===== src/hdl/belr_pkg.sv =====
// ----------------------------------------------------------------------------
// belr_pkg
// Shared types, class codes and helpers for the bidi explicit level resolver.
// ----------------------------------------------------------------------------
package belr_pkg;

	localparam int DEPTH_LIMIT_DEF = 125;
	localparam int COUNT_WIDTH_DEF = 16;

	localparam int LEVEL_W = 7;
	localparam int CLASS_W = 5;
	localparam int OV_W    = 2;
	localparam int VI_W    = 7;

	localparam logic [CLASS_W-1:0] CLS_L   = 5'd0;
	localparam logic [CLASS_W-1:0] CLS_R   = 5'd1;
	localparam logic [CLASS_W-1:0] CLS_BN  = 5'd9;
	localparam logic [CLASS_W-1:0] CLS_B   = 5'd10;
	localparam logic [CLASS_W-1:0] CLS_LRE = 5'd14;
	localparam logic [CLASS_W-1:0] CLS_LRO = 5'd15;
	localparam logic [CLASS_W-1:0] CLS_RLE = 5'd16;
	localparam logic [CLASS_W-1:0] CLS_RLO = 5'd17;
	localparam logic [CLASS_W-1:0] CLS_PDF = 5'd18;
	localparam logic [CLASS_W-1:0] CLS_LRI = 5'd19;
	localparam logic [CLASS_W-1:0] CLS_RLI = 5'd20;
	localparam logic [CLASS_W-1:0] CLS_FSI = 5'd21;
	localparam logic [CLASS_W-1:0] CLS_PDI = 5'd22;

	localparam logic [OV_W-1:0] OV_NONE = 2'd0;
	localparam logic [OV_W-1:0] OV_L    = 2'd1;
	localparam logic [OV_W-1:0] OV_R    = 2'd2;

	localparam logic REG_PARAGRAPH_LEVEL = 1'b0;

	typedef struct packed {
		logic [LEVEL_W-1:0] level;
		logic [OV_W-1:0]    ov;
		logic               iso;
	} stack_ent_t;

	typedef struct packed {
		logic load_in;
		logic exec;
		logic pop_step;
		logic load_top;
		logic pdi_out;
	} belr_cmd_t;

	typedef struct packed {
		logic pdi_pop;
		logic refill;
		logic cnt_gt1;
		logic top_iso;
		logic out_free;
	} belr_sts_t;

	function automatic logic [CLASS_W-1:0] apply_override(
		input logic [CLASS_W-1:0] cls,
		input logic [OV_W-1:0]    ov
	);
		logic [CLASS_W-1:0] res;
		res = cls;
		if (ov == OV_L) begin
			res = CLS_L;
		end else if (ov == OV_R) begin
			res = CLS_R;
		end
		return res;
	endfunction

endpackage


===== src/hdl/belr_ctrl.sv =====
// ----------------------------------------------------------------------------
// belr_ctrl
// Sequencer: accepts an item, runs its step, walks stack pops and reloads the top of stack.
// ----------------------------------------------------------------------------
module belr_ctrl (
	input  logic                clk,
	input  logic                arst_n,
	input  logic                s_tvalid,
	output logic                s_tready,
	input  belr_pkg::belr_sts_t sts,
	output belr_pkg::belr_cmd_t cmd
);
	import belr_pkg::*;

	typedef enum logic [5:0] {
		ST_IDLE    = 6'b000001,
		ST_EXEC    = 6'b000010,
		ST_POP_CHK = 6'b000100,
		ST_POP_LD  = 6'b001000,
		ST_PDI_OUT = 6'b010000,
		ST_REFILL  = 6'b100000
	} state_t;

	state_t state_q, state_nx;
	logic   pop_last_q;

	always_comb begin
		state_nx = state_q;
		cmd      = '0;
		s_tready = 1'b0;
		unique case (state_q)
			ST_IDLE: begin
				s_tready = 1'b1;
				if (s_tvalid) begin
					cmd.load_in = 1'b1;
					state_nx    = ST_EXEC;
				end
			end
			ST_EXEC: begin
				if (sts.out_free) begin
					cmd.exec = 1'b1;
					if (sts.pdi_pop) begin
						state_nx = ST_POP_CHK;
					end else if (sts.refill) begin
						state_nx = ST_REFILL;
					end else begin
						state_nx = ST_IDLE;
					end
				end
			end
			ST_POP_CHK: begin
				if (sts.cnt_gt1) begin
					cmd.pop_step = 1'b1;
					state_nx     = ST_POP_LD;
				end else begin
					state_nx = ST_PDI_OUT;
				end
			end
			ST_POP_LD: begin
				cmd.load_top = 1'b1;
				state_nx     = pop_last_q ? ST_PDI_OUT : ST_POP_CHK;
			end
			ST_PDI_OUT: begin
				if (sts.out_free) begin
					cmd.pdi_out = 1'b1;
					state_nx    = ST_IDLE;
				end
			end
			ST_REFILL: begin
				cmd.load_top = 1'b1;
				state_nx     = ST_IDLE;
			end
			default: begin
				state_nx = ST_IDLE;
			end
		endcase
	end

	always_ff @(posedge clk or negedge arst_n) begin
		if (!arst_n) begin
			state_q    <= ST_IDLE;
			pop_last_q <= 1'b0;
		end else begin
			state_q <= state_nx;
			if (cmd.pop_step) begin
				pop_last_q <= sts.top_iso;
			end
		end
	end

endmodule


===== src/hdl/belr_dp.sv =====
// ----------------------------------------------------------------------------
// belr_dp
// Datapath: directional status stack, overflow counters and result register.
// ----------------------------------------------------------------------------
module belr_dp #(
	parameter int DEPTH_LIMIT = belr_pkg::DEPTH_LIMIT_DEF,
	parameter int COUNT_WIDTH = belr_pkg::COUNT_WIDTH_DEF
) (
	input  logic                          clk,
	input  logic                          arst_n,
	input  belr_pkg::belr_cmd_t           cmd,
	output belr_pkg::belr_sts_t           sts,
	input  logic                          cfg_we,
	input  logic                          cfg_wdata,
	output logic                          para_level,
	input  logic [belr_pkg::CLASS_W-1:0]  in_class,
	input  logic                          in_fsi,
	input  logic                          in_last,
	output logic                          out_valid,
	input  logic                          out_ready,
	output logic [belr_pkg::LEVEL_W-1:0]  out_level,
	output logic [belr_pkg::CLASS_W-1:0]  out_class,
	output logic                          out_removed
);
	import belr_pkg::*;

	localparam int STACK_DEPTH = DEPTH_LIMIT + 2;
	localparam int IDX_W       = $clog2(STACK_DEPTH);
	localparam int CNT_W       = $clog2(STACK_DEPTH + 1);

	stack_ent_t mem [STACK_DEPTH];

	logic [CLASS_W-1:0]     cls_q;
	logic                   fsi_q;
	logic                   last_q;
	logic                   para_q;
	stack_ent_t             top_q;
	logic [CNT_W-1:0]       cnt_q;
	logic [COUNT_WIDTH-1:0] oi_q;
	logic [COUNT_WIDTH-1:0] oe_q;
	logic [VI_W-1:0]        vi_q;
	stack_ent_t             rd_q;
	logic                   rd_zero_q;
	logic                   ovld_q;
	logic [LEVEL_W-1:0]     olvl_q;
	logic [CLASS_W-1:0]     ocls_q;
	logic                   orem_q;

	logic [LEVEL_W:0]       cur_w, nodd, neven, nl;
	logic                   cnt_gt1, oi_zero, oe_zero, can_push;
	logic                   push_en, oi_inc, oi_dec, oe_inc, oe_dec, oe_clr;
	logic                   vi_inc, vi_dec, cnt_dec, reset_after;
	stack_ent_t             push_ent, rd_ent;
	logic [LEVEL_W-1:0]     ex_lvl;
	logic [CLASS_W-1:0]     ex_cls;
	logic                   ex_rem;
	logic [IDX_W-1:0]       rd_addr;
	logic                   out_wr, para_rst, para_nx;
	logic                   pdi_pop, pdf_pop;
	logic [CNT_W-1:0]       cnt_m2;

	assign cnt_gt1 = cnt_q > CNT_W'(1);
	assign oi_zero = oi_q == '0;
	assign oe_zero = oe_q == '0;
	assign cur_w   = {1'b0, top_q.level};
	assign nodd    = top_q.level[0] ? cur_w + (LEVEL_W+1)'(2) : cur_w + (LEVEL_W+1)'(1);
	assign neven   = top_q.level[0] ? cur_w + (LEVEL_W+1)'(1) : cur_w + (LEVEL_W+1)'(2);

	assign pdi_pop = (cls_q == CLS_PDI) && oi_zero && (vi_q != '0);
	assign pdf_pop = (cls_q == CLS_PDF) && oi_zero && oe_zero && !top_q.iso && cnt_gt1;

	always_comb begin
		nl       = neven;
		push_en  = 1'b0;
		push_ent = '{level: nl[LEVEL_W-1:0], ov: OV_NONE, iso: 1'b0};
		oi_inc   = 1'b0;
		oi_dec   = 1'b0;
		oe_inc   = 1'b0;
		oe_dec   = 1'b0;
		oe_clr   = 1'b0;
		vi_inc   = 1'b0;
		vi_dec   = 1'b0;
		cnt_dec  = 1'b0;
		ex_lvl   = top_q.level;
		ex_cls   = apply_override(cls_q, top_q.ov);
		ex_rem   = 1'b0;
		reset_after = last_q;
		case (cls_q) inside
			CLS_LRE, CLS_LRO, CLS_RLE, CLS_RLO: begin
				nl = ((cls_q == CLS_RLE) || (cls_q == CLS_RLO)) ? nodd : neven;
				push_ent.level = nl[LEVEL_W-1:0];
				push_ent.ov    = (cls_q == CLS_RLO) ? OV_R :
					((cls_q == CLS_LRO) ? OV_L : OV_NONE);
				push_ent.iso   = 1'b0;
				if (can_push) begin
					push_en = 1'b1;
				end else if (oi_zero) begin
					oe_inc = 1'b1;
				end
				ex_lvl = '0;
				ex_cls = cls_q;
				ex_rem = 1'b1;
			end
			CLS_LRI, CLS_RLI, CLS_FSI: begin
				nl = ((cls_q == CLS_RLI) || ((cls_q == CLS_FSI) && fsi_q)) ? nodd : neven;
				push_ent.level = nl[LEVEL_W-1:0];
				push_ent.ov    = OV_NONE;
				push_ent.iso   = 1'b1;
				if (can_push) begin
					push_en = 1'b1;
					vi_inc  = 1'b1;
				end else begin
					oi_inc = 1'b1;
				end
			end
			CLS_PDI: begin
				if (!oi_zero) begin
					oi_dec = 1'b1;
				end else if (vi_q != '0) begin
					oe_clr = 1'b1;
					vi_dec = 1'b1;
				end
			end
			CLS_PDF: begin
				if (oi_zero) begin
					if (!oe_zero) begin
						oe_dec = 1'b1;
					end else if (pdf_pop) begin
						cnt_dec = 1'b1;
					end
				end
				ex_lvl = '0;
				ex_cls = cls_q;
				ex_rem = 1'b1;
			end
			CLS_B: begin
				ex_lvl      = LEVEL_W'(para_q);
				ex_cls      = cls_q;
				reset_after = 1'b1;
			end
			CLS_BN: begin
				ex_lvl = '0;
				ex_cls = cls_q;
				ex_rem = 1'b1;
			end
			default: begin
			end
		endcase
	end

	assign can_push = (nl <= (LEVEL_W+1)'(DEPTH_LIMIT)) && oi_zero && oe_zero
		&& (cnt_q < CNT_W'(STACK_DEPTH));

	assign cnt_m2  = cnt_q - CNT_W'(2);
	assign rd_addr = cnt_gt1 ? cnt_m2[IDX_W-1:0] : '0;
	assign rd_ent  = rd_zero_q ? '{level: LEVEL_W'(para_q), ov: OV_NONE, iso: 1'b0} : rd_q;

	assign out_wr   = (cmd.exec && !pdi_pop) || cmd.pdi_out;
	assign para_nx  = cfg_we ? cfg_wdata : para_q;
	assign para_rst = cfg_we || (cmd.exec && !pdi_pop && reset_after)
		|| (cmd.pdi_out && last_q);

	always_ff @(posedge clk) begin
		if (cmd.load_in) begin
			cls_q  <= in_class;
			fsi_q  <= in_fsi;
			last_q <= in_last;
		end
		if (cmd.exec && push_en) begin
			mem[cnt_q[IDX_W-1:0]] <= push_ent;
		end
		rd_q      <= mem[rd_addr];
		rd_zero_q <= !cnt_gt1 || (cnt_q == CNT_W'(2));
		if (out_wr) begin
			if (cmd.exec) begin
				olvl_q <= ex_lvl;
				ocls_q <= ex_cls;
				orem_q <= ex_rem;
			end else begin
				olvl_q <= top_q.level;
				ocls_q <= apply_override(cls_q, top_q.ov);
				orem_q <= 1'b0;
			end
		end
	end

	always_ff @(posedge clk or negedge arst_n) begin
		if (!arst_n) begin
			para_q <= 1'b0;
			ovld_q <= 1'b0;
			cnt_q  <= CNT_W'(1);
			oi_q   <= '0;
			oe_q   <= '0;
			vi_q   <= '0;
			top_q  <= '{level: '0, ov: OV_NONE, iso: 1'b0};
		end else begin
			if (cfg_we) begin
				para_q <= cfg_wdata;
			end
			if (out_wr) begin
				ovld_q <= 1'b1;
			end else if (out_ready) begin
				ovld_q <= 1'b0;
			end
			if (para_rst) begin
				cnt_q <= CNT_W'(1);
				oi_q  <= '0;
				oe_q  <= '0;
				vi_q  <= '0;
				top_q <= '{level: LEVEL_W'(para_nx), ov: OV_NONE, iso: 1'b0};
			end else begin
				if (cmd.exec) begin
					if (push_en) begin
						top_q <= push_ent;
						cnt_q <= cnt_q + CNT_W'(1);
					end
					if (cnt_dec) begin
						cnt_q <= cnt_q - CNT_W'(1);
					end
					if (oi_inc && (oi_q != '1)) begin
						oi_q <= oi_q + COUNT_WIDTH'(1);
					end
					if (oi_dec) begin
						oi_q <= oi_q - COUNT_WIDTH'(1);
					end
					if (oe_clr) begin
						oe_q <= '0;
					end else if (oe_inc && (oe_q != '1)) begin
						oe_q <= oe_q + COUNT_WIDTH'(1);
					end else if (oe_dec) begin
						oe_q <= oe_q - COUNT_WIDTH'(1);
					end
					if (vi_inc) begin
						vi_q <= vi_q + VI_W'(1);
					end
					if (vi_dec) begin
						vi_q <= vi_q - VI_W'(1);
					end
				end
				if (cmd.pop_step) begin
					cnt_q <= cnt_q - CNT_W'(1);
				end
				if (cmd.load_top) begin
					top_q <= rd_ent;
				end
			end
		end
	end

	assign sts.pdi_pop  = pdi_pop;
	assign sts.refill   = pdf_pop && !last_q;
	assign sts.cnt_gt1  = cnt_gt1;
	assign sts.top_iso  = top_q.iso;
	assign sts.out_free = !ovld_q || out_ready;

	assign para_level  = para_q;
	assign out_valid   = ovld_q;
	assign out_level   = olvl_q;
	assign out_class   = ocls_q;
	assign out_removed = orem_q;

endmodule


===== src/hdl/bidi_explicit_level_resolver.sv =====
// ----------------------------------------------------------------------------
// bidi_explicit_level_resolver
// Explicit embedding level resolution (bidi rules X1 to X8), one class per item.
// ----------------------------------------------------------------------------
// input stream: s_tdata carries the bidi class and the fsi direction bit,
// s_tlast marks the last character of the paragraph
// output stream: m_tdata carries the resolved level and the class after
// override, m_tuser flags the explicit codes that are removed later
// apb port: register 0 is the paragraph level; a write also restarts the
// paragraph state, pready is tied high
// an item is taken in the idle state and executed in the execute state once
// the result register is free; the result is registered and shows on
// m_tvalid in the cycle after execution; a pdf that pops adds a refill state:
// the new top of stack comes back through the registered read port of the
// stack memory; a pdi that closes an isolate adds a check and a load state per
// popped stack entry, one read and one reload of the top of stack per entry
// s_tready is high only between items; a stalled receiver holds the result
// register and the next item waits in its execute cycle until it is taken
// reset: paragraph level 0, stack holds one entry, counters cleared; entry
// zero lives in flops so the stack memory needs no clearing pass
// ----------------------------------------------------------------------------
module bidi_explicit_level_resolver #(
	parameter int DEPTH_LIMIT = belr_pkg::DEPTH_LIMIT_DEF,
	parameter int COUNT_WIDTH = belr_pkg::COUNT_WIDTH_DEF
) (
	input  logic        clk,
	input  logic        arst_n,
	input  logic        s_tvalid,
	output logic        s_tready,
	input  logic [7:0]  s_tdata,   // [4:0] char class, [5] fsi_is_rtl
	input  logic        s_tlast,
	output logic        m_tvalid,
	input  logic        m_tready,
	output logic [15:0] m_tdata,   // [6:0] level, [11:7] out_class
	output logic        m_tuser,   // [0] removed_code
	input  logic        psel,
	input  logic        penable,
	input  logic        pwrite,
	input  logic [2:0]  paddr,
	input  logic [31:0] pwdata,
	output logic [31:0] prdata,
	output logic        pready
);
	import belr_pkg::*;

	belr_cmd_t          cmd;
	belr_sts_t          sts;
	logic               cfg_we;
	logic               para_level;
	logic [LEVEL_W-1:0] out_level;
	logic [CLASS_W-1:0] out_class;

	assign pready = 1'b1;
	assign cfg_we = psel && penable && pwrite && pready && (paddr[2] == REG_PARAGRAPH_LEVEL);
	assign prdata = (paddr[2] == REG_PARAGRAPH_LEVEL) ? {31'b0, para_level} : '0;

	belr_ctrl u_ctrl (
		.clk      (clk),
		.arst_n   (arst_n),
		.s_tvalid (s_tvalid),
		.s_tready (s_tready),
		.sts      (sts),
		.cmd      (cmd)
	);

	belr_dp #(
		.DEPTH_LIMIT (DEPTH_LIMIT),
		.COUNT_WIDTH (COUNT_WIDTH)
	) u_dp (
		.clk         (clk),
		.arst_n      (arst_n),
		.cmd         (cmd),
		.sts         (sts),
		.cfg_we      (cfg_we),
		.cfg_wdata   (pwdata[0]),
		.para_level  (para_level),
		.in_class    (s_tdata[4:0]),
		.in_fsi      (s_tdata[5]),
		.in_last     (s_tlast),
		.out_valid   (m_tvalid),
		.out_ready   (m_tready),
		.out_level   (out_level),
		.out_class   (out_class),
		.out_removed (m_tuser)
	);

	assign m_tdata = {4'b0, out_class, out_level};

	a_one_item: assert property (@(posedge clk) disable iff (!arst_n)
		s_tvalid && s_tready |=> !s_tready)
		else $error("item accepted while another is in flight");

	a_no_underflow: assert property (@(posedge clk) disable iff (!arst_n)
		cmd.pop_step |-> sts.cnt_gt1)
		else $error("pop of the base stack entry");

	a_no_overwrite: assert property (@(posedge clk) disable iff (!arst_n)
		(cmd.exec || cmd.pdi_out) |-> sts.out_free)
		else $error("result register overwritten while held");

	a_pop_reload: assert property (@(posedge clk) disable iff (!arst_n)
		cmd.pop_step |=> cmd.load_top)
		else $error("stack pop not followed by top reload");

endmodule


===== config.mk =====
export PLATFORM = sky130hd
export DESIGN_NAME = bidi_explicit_level_resolver
export DESIGN_NICKNAME = d
export VERILOG_FILES = /design/src/hdl/belr_pkg.sv /design/src/hdl/belr_ctrl.sv /design/src/hdl/belr_dp.sv /design/src/hdl/bidi_explicit_level_resolver.sv
export SDC_FILE = /design/constraint.sdc
export NUM_CORES = 2
export LEC_CHECK = 0
export BUFFER_PORTS_ARGS = -buffer_cell sky130_fd_sc_hd__buf_2
export CAP_MARGIN = 25
export CELL_PAD_IN_SITES_DETAIL_PLACEMENT = 1
export CELL_PAD_IN_SITES_GLOBAL_PLACEMENT = 1
export CORE_MARGIN = 2
export CORE_UTILIZATION = 25
export CTS_CLUSTER_DIAMETER = 60
export DETAILED_ROUTE_END_ITERATION = 16
export PLACE_DENSITY_LB_ADDON = 0.1
export SLEW_MARGIN = 40
export SYNTH_ARGS = -nofsm -noshare
export SYNTH_HDL_FRONTEND = slang
export SYNTH_SLANG_ARGS = --single-unit
export TNS_END_PERCENT = 50

===== constraint.sdc =====
create_clock -name clk -period 13 [get_ports clk]
set_input_delay 0.65 -clock clk [delete_from_list [all_inputs] [get_ports clk]]
set_output_delay 0.65 -clock clk [all_outputs]
set_load 0.01 [all_outputs]

# After elaboration in Yosys (flattened, before gate mapping)
# Memories as Yosys holds them, arrays and structs flattened. A register that Yosys moved wholly into a read port is not among the register bits.
# Cells that the tools add are included.
word_totals:
  register_bits: 86
  ram_bits: 1270
  in_bits: 51
  out_inout_bits: 52
  wordCells: 228
  n_memories: 1
memory_table:
  columns: ["name", "depth", "word_bits", "read_ports", "rd_clocked_by_memory_dff", "write_ports", "line", "rtl"]
  rows:
  - ["u_dp.mem", 127, 10, 1, 1, 1, "belr_dp.sv:31", "stack_ent_t mem [STACK_DEPTH];"]
op_classes:
  addsub: 11
  order_cmp: 3
  eq_ne: 25
  n_mux: 116
  bitwise_logic: 1
  reduce_logical: 53
ops:
  columns: ["op", "count"]
  rows:
  - ["2-to-1 mux 16 bit", 9]
  - ["2-to-1 mux 7 bit", 17]
  - ["2-to-1 mux 10 bit", 7]
  - ["2-to-1 mux 1 bit", 59]
  - ["2-to-1 mux 5 bit", 11]
  - ["2-to-1 mux 8 bit", 6]
  - ["equality test 5 bit (second input constant)", 7]
  - ["adder 16 x 1 -> 16 bit (second input constant)", 2]
  - ["zero test 16 bit", 2]
  - ["!= test 16 bit (second input constant)", 2]
  - ["subtractor 16 x 1 -> 16 bit (second input constant)", 2]
  - ["2-to-1 mux 6 bit", 5]
  - ["one-hot mux 6 bit (5 select lines)", 1]
  - ["equality test 5 x 4 -> 1 bit (second input constant)", 4]
  - ["logical AND 1 bit", 20]
  - ["nonzero test 3 bit", 5]
  - ["adder 7 x 1 -> 7 bit (second input constant)", 2]
  - ["subtractor 7 x 1 -> 7 bit (second input constant)", 2]
  - ["AND reduction 2 bit", 5]
  - ["adder 7 x 1 -> 8 bit (second input constant)", 1]
  - ["adder 7 x 2 -> 8 bit (second input constant)", 1]
  - ["<= comparator 8 x 7 -> 1 bit (second input constant)", 1]
  - ["nonzero test 4 bit", 2]
  - ["equality test 7 x 2 -> 1 bit (second input constant)", 1]
  - ["22 further kinds", 35]

# Longest topological paths before layout
logic_depth:
  depth_word: 18
  depth_mapped: 19
  mapped_depth_nobuf: 17

# By module
# Synthesis repeated with hierarchy kept, for this count alone.
hier_totals:
  hier_cells: 3840
  area_unflattened_um2: 56663.1
modules_own_cells:
  columns: ["mod", "n_inst", "cells_each", "area_per_inst_um2"]
  rows:
  - ["belr_dp", 1, 3748, 55887.4]
  - ["belr_ctrl", 1, 52, 479.2]
  - ["bidi_explicit_level_resolver", 1, 40, 296.5]

# Worst setup path after synthesis
# Ideal clock, no wire load.
synth_timing:
  path_kind: "reg2reg"
  startpoint: "register u_dp.cls_q[3]"
  endpoint: "register u_dp.oe_q[15]"
  setup_ns: 0.124
  arrival_time_ns: 8.169
  slack_ns: 4.707
  stages_incl_launch_ff: 17
  path_cell_list: "edfxtp_1 or3b_1 a211oi_1 nor2_1 xnor2_1 a41oi_4 nand2b_1 ha_1 and3_1 a221oi_1 o2111ai_1 nand2_1 o2111ai_1 o211ai_1 xnor2_1 nor3b_1 a211o_1"
synth_via:
  elab_chain_len: 17
synth_rtl:
  columns: ["item", "line", "rtl"]
  rows:
  - ["start, declared", "belr_dp.sv:33", "logic [CLASS_W-1:0] cls_q;"]
  - ["start signal, assigned", "belr_dp.sv:165", "cls_q <= in_class;"]
  - ["equality test 5 bit", "belr_dp.sv:105", "nl = ((cls_q == CLS_RLI) || ((cls_q == CLS_FSI) && fsi_q)) ? nodd : neven;"]
  - ["logical AND 1 bit", "belr_dp.sv:105", null]
  - ["logical OR 1 bit", "belr_dp.sv:105", null]
  - ["2-to-1 mux 8 bit", "belr_dp.sv:105", null]
  - ["2-to-1 mux 8 bit", "belr_dp.sv:88", "case (cls_q) inside"]
  - ["2-to-1 mux 8 bit *", "belr_dp.sv:88", null]
  - ["net u_dp.nl[4]", "belr_dp.sv:49", "logic [LEVEL_W:0] cur_w, nodd, neven, nl;"]
  - ["<= comparator 8 x 7 -> 1 bit *", "belr_dp.sv:151", "assign can_push = (nl <= (LEVEL_W+1)'(DEPTH_LIMIT)) && oi_zero && oe_zero"]
  - ["logical AND 1 bit * (2 in series)", "belr_dp.sv:151", null]
  - ["logical AND 1 bit *", "belr_dp.sv:152", "&& (cnt_q < CNT_W'(STACK_DEPTH));"]
  - ["2-to-1 mux 1 bit *", "belr_dp.sv:95", "if (can_push) begin"]
  - ["2-to-1 mux 1 bit *", "belr_dp.sv:88", null]
  - ["logical AND 1 bit *", "belr_dp.sv:228", "end else if (oe_inc && (oe_q != '1)) begin"]
  - ["2-to-1 mux 16 bit", "belr_dp.sv:228", null]
  - ["2-to-1 mux 16 bit", "belr_dp.sv:226", "if (oe_clr) begin"]
  - ["2-to-1 mux 16 bit", "belr_dp.sv:212", "if (cmd.exec) begin"]
  - ["2-to-1 mux 16 bit", "belr_dp.sv:205", "if (para_rst) begin"]
  - ["end signal, assigned", "belr_dp.sv:229", "oe_q <= oe_q + COUNT_WIDTH'(1);"]
  - ["end signal, assigned", "belr_dp.sv:231", "oe_q <= oe_q - COUNT_WIDTH'(1);"]
  - ["end, declared", "belr_dp.sv:40", "logic [COUNT_WIDTH-1:0] oe_q;"]
# Mark *: on every way through the listed nets, which the timed path passes. The rest lies on a longest branch. The select of a mux whose other input is x is not followed.
# A chain may end at the register's enable or synchronous reset.

# Final worst setup path
layout_timing:
  startpoint: "register u_dp.cnt_q[1]"
  endpoint: "register, netlist name u_dp.rd_q[6]"
layout_via:
  elab_chain_len: 2
layout_rtl:
  columns: ["item", "line", "rtl"]
  rows:
  - ["start, declared", "belr_dp.sv:38", "logic [CNT_W-1:0] cnt_q;"]
  - ["start signal, assigned", "belr_dp.sv:215", "cnt_q <= cnt_q + CNT_W'(1);"]
  - ["start signal, assigned", "belr_dp.sv:218", "cnt_q <= cnt_q - CNT_W'(1);"]
  - ["start signal, assigned", "belr_dp.sv:241", "cnt_q <= cnt_q - CNT_W'(1);"]
  - ["subtractor 7 x 2 -> 7 bit or greater-than comparator 7 x 1 -> 1 bit (tied branches)", "belr_dp.sv:154, belr_dp.sv:62", null]
  - ["2-to-1 mux 7 bit *", "belr_dp.sv:155", "assign rd_addr = cnt_gt1 ? cnt_m2[IDX_W-1:0] : '0;"]
# Every way passes the cells marked *; elsewhere a longest branch is shown, timed or not.

==> metrics.md <==
| Metric | Value |
|---|---|
| Fin Hold WS | 0.1581 ns |
| Worst path max stage delay | 0.75 ns |
| Synth Area in Adders | 0.01195 |
| Hold Fails Final Rpt | 0 |
| Die height | 478.7 um |
| Post-synth EDFFs | 1,290 |
| Period Utilization, post-route | 0.4942 |
| Setup Fix Bufs, Post-CTS | 0 |
| Clk buf depth | 3 |
| Total power | 11.69 mW |
| I/O pin cnt | 103 |
| Max FO, Critical Path | 45 |
| Dpl cells | 6,638 |
| Crit-path slowest cell | nor2_4 |
| RSZ-0062 raised after global routing | false |
| Inserted Clock Buffers | 166 |
| Final setup vio count | 0 |
| # hold bufs at CTS | 8 |
| Flops & latches, synth | 1,366 |
| DR WL met3 | 5444 um |
| Area after DPL | 60,530 um2 |
| Vias/cell | 4.659 |
| Initial antenna violation count | 7 |
| Synth Area in Simple Gates | 0.08419 |
| Util after Layout | 0.2935 |
| Initial Util | 0.2509 |
| Final antenna-violating net count | 0 |
| Post-synthesis mux area share | 0.07469 |
| Syn avg cell area | 15.25 um2 |
| Share of cells above drive strength 1 | 0.1736 |
| DRT Pass-1 Iters | 5 |
| Routed wire length | 178,800 um |
| Hold crit path type | input pin to register |
| Die Area | 229,100 um2 |
| Uppermost layer routed | met4 |
| Die Wd | 478.7 um |
| Tmin final | 6.424 ns |
| Worst path cell trace | buf_4 -> inv_1 -> ha_1 -> nor2_4 -> buf_4 -> buf_4 -> buf_4 -> mux2i_1 -> a32oi_1 -> a22oi_1 -> a21oi_1 -> nor4_1 -> nand3_1 |
| Worst Skew | 0.03709 ns |
| Total track usage | 0.1550 |
| DP Wirelength | 108,000 um |
| Worst-Margin Slew | 0.8791 ns |
| CTS Sinks | 1,366 |
| Max-Cap Viols | 0 |
| Post-Place Setup Slack | 6.362 ns |
| Setup crit end kind | register |
| Worst vdd ir | 0.09642 mV |
| CTS tree | yes |
| Yosys warning count | 0 |
| Clock Latency Late Sink | 0.81 ns |
| Synth Instances | 3,694 |
| Setup TNS | 0 ns |
| Residual DRC count | 0 |
| First-pass GRT wire length | 258,100 um |
| Startpoint Class | register |
| Max Fclk | 0.1557 GHz |
| Crit-path leading delay family | buffers and inverters |
| Lkg Pwr | 21.51 nW |
| Clock Pin Slew Worst Setup and Hold Paths | 0.06 ns |
| Final WS setup | 6.576 ns |
| Vias in the first global route | 34,060 |
| Port bufs | 31 |
| Critical path buffers and inverters | 5 |
| Post-synthesis cell area | 56,320 um2 |
| Violation count after the first detailed-route iteration | 2,023 |
| Top FF cell, synth | edfxtp_1 |
| Crit-path most repeated cell | buf_4 |
| Status | complete, no violations |
| Fin nets | 3,928 |
| Overflow after GRT | 0 |
| DR vias | 32,360 |
| Core Rows | 174 |
| Synth Area in Compound Gates | 0.07411 |
| Unique masters post-synth | 85 |
| Area grow syn2layout | 16.95% |
| Largest family of logic cells by synthesized area | simple AND/OR/NAND/NOR gates |
| Wire length per cell | 25.75 um |
| Crit path kind | register to register |
| Core area | 224,500 um2 |
| H-tree Lvls | 4 |
| Largest net degree at the start of global routing | 108 |
| Cts repair resizes | 0 |
| FFs w/ async S/R, synth | 0.04758 |
| Finished Layout Cells | 6,946 |
| Root buffer cell | clkbuf_16 |
| Worst EP arrival | 7.05 ns |
| Crit path required time | 13.63 ns |
| Routability-driven placement congestion ratio | 0.7562 |
| P per Cell Area | 177.5 nW/um2 |
| Final instance area | 65,870 um2 |
| Sequential fraction of the synthesis area | 0.7206 |
| Met2 wire length | 82,800 um |
| XOR/XNOR Fraction of Synth Area | 0.008064 |
| Fill count | 23,420 |
| Metal1 wirelength | 87,040 um |
| Slew Limit Fails | 0 |
| Relative slew margins | 0.4112 |
-- routing by layer --
metal  up-vias  track usage
li1      14570            -
met1     17130       0.2240
met2       464       0.2455
met3       196      0.02146
met4         0      0.03651
met5         -            0
-- final cells by class --
| class | count | area (um2) | share of cell area |
|---|---|---|---|
| Inverter | 45 | 173.9 | 0.002640 |
| Sequential cell | 1366 | 40590 | 0.6162 |
| Clock buffer | 207 | 4390 | 0.06665 |
| Tap cell | 2992 | 3744 | 0.05683 |
| Antenna cell | 3 | 7.507 | 0.0001140 |
| Timing Repair Buffer | 174 | 1376 | 0.02089 |
| Multi-Input combinational cell | 2072 | 14780 | 0.2244 |
| Clock inverter | 87 | 808.3 | 0.01227 |
-- synth_stat cells, types with 14 or more instances --
| cell | instances | area (um2) |
|---|---|---|
| a211oi_1 | 15 | 112.6 |
| a21o_1 | 16 | 120.1 |
| a21oi_1 | 123 | 615.6 |
| a22oi_1 | 82 | 615.6 |
| a311oi_1 | 19 | 166.4 |
| a31oi_1 | 70 | 437.9 |
| a32oi_1 | 50 | 437.9 |
| and2_1 | 23 | 143.9 |
| buf_2 | 72 | 360.4 |
| buf_4 | 61 | 457.9 |
| clkbuf_1 | 92 | 345.3 |
| dfrtp_1 | 63 | 1577 |
| edfxtp_1 | 1290 | 38740 |
| ha_1 | 49 | 613.1 |
| inv_1 | 43 | 161.4 |
| mux2i_1 | 76 | 760.7 |
| mux4_2 | 149 | 3356 |
| nand2_1 | 508 | 1907 |
| nand3_1 | 175 | 875.8 |
| nand4_1 | 15 | 93.84 |
| nor2_1 | 209 | 784.5 |
| nor2b_1 | 16 | 100.1 |
| nor3_1 | 27 | 135.1 |
| nor4_1 | 27 | 168.9 |
| o211ai_1 | 14 | 105.1 |
| o21ai_0 | 117 | 585.6 |
| o21ai_1 | 14 | 70.07 |
| o22ai_1 | 25 | 156.4 |
| o31ai_1 | 24 | 180.2 |
| xnor2_1 | 35 | 306.5 |
| xor2_1 | 15 | 131.4 |
-- power breakdown --
| part | switching, mW | internal (mW) | leakage (nW) |
|---|---|---|---|
| registers | 0.101 | 4.98 | 12.8 |
| clock network | 1.91 | 2.58 | 2.53 |
| logic | 1.45 | 0.679 | 6.14 |
-- cells by family (layout without fill, tap and decap cells) --
| family | count (synthesis) | count (layout) |
|---|---|---|
| DFF | 1366 | 1366 |
| AOI/OAI and AO/OA | 631 | 631 |
| buffers and inverters | 290 | 513 |
| xor gates and xnor gates | 51 | 51 |
| adders and majority gates | 52 | 52 |
| and+or+nand+nor | 1069 | 1069 |
| muxes | 233 | 233 |
| other | 2 | 39 |
-- state kept, by name, indices dropped and copies added (netlist names), 2 cells and up --
register and flops:
u_dp.cls_q 5, u_dp.out_level 7, u_dp.oe_q 16, u_dp.vi_q 7, u_dp.rd_q 10, u_ctrl.state_q 6
u_dp.mem 1270, u_dp.cur_w 7, u_dp.oi_q 16, u_dp.cnt_q 7, u_dp.out_class 5, u_dp.top_q 2
-- final timing paths --
kind / startpoint / end / slack [ns] / cells past startpoint
max reg2reg: u_dp.cnt_q[1]$_DFFE_PN0P_ / u_dp.rd_q[6]$_DFF_P_ / 6.58 / 13
min in group asynchronous: arst_n / u_dp.oi_q[7]$_DFFE_PN0P_ / 0.25 / 2
min: pwdata[0] / u_dp.para_level$_DFF_PN0_ / 0.16 / 2
max: u_dp.cnt_q[1]$_DFFE_PN0P_ / u_dp.rd_q[6]$_DFF_P_ / 6.58 / 13
min reg2reg: u_dp.vi_q[5]$_DFFE_PN0P_ / u_dp.vi_q[5]$_DFFE_PN0P_ / 0.52 / 2
max in group asynchronous: arst_n / u_dp.vi_q[2]$_DFFE_PN0P_ / 11.91 / 3
-- placed cells by master, fill, tap and decap left out, types with 27 or more instances in the layout --
master,n
a21oi_1,121
a22oi_1,82
a31oi_1,70
a32oi_1,50
buf_2,30
buf_4,119
clkbuf_1,35
clkbuf_16,168
clkinv_1,27
clkinv_2,28
conb_1,36
dfrtp_1,63
edfxtp_1,1290
ha_1,49
inv_1,43
mux2i_1,76
mux4_2,149
nand2_1,507
nand3_1,173
nor2_1,130
nor2_2,77
nor3_1,27
o21ai_0,117
xnor2_1,33
-- worst register-to-register path: cells and delay by family, from the launching register on --
| kind | cells | cell delay (ns) |
|---|---|---|
| buffers and inverters | 5 | 2.62 |
| AND/OR/NAND/NOR | 3 | 1.66 |
| flip-flops | 1 | 0.32 |
| AO/OA/AOI/OAI | 3 | 0.64 |
| adder cells (fa/ha/maj) | 1 | 0.70 |
| multiplexers | 1 | 0.32 |
Note: power is estimated with default switching activity, not from simulation.
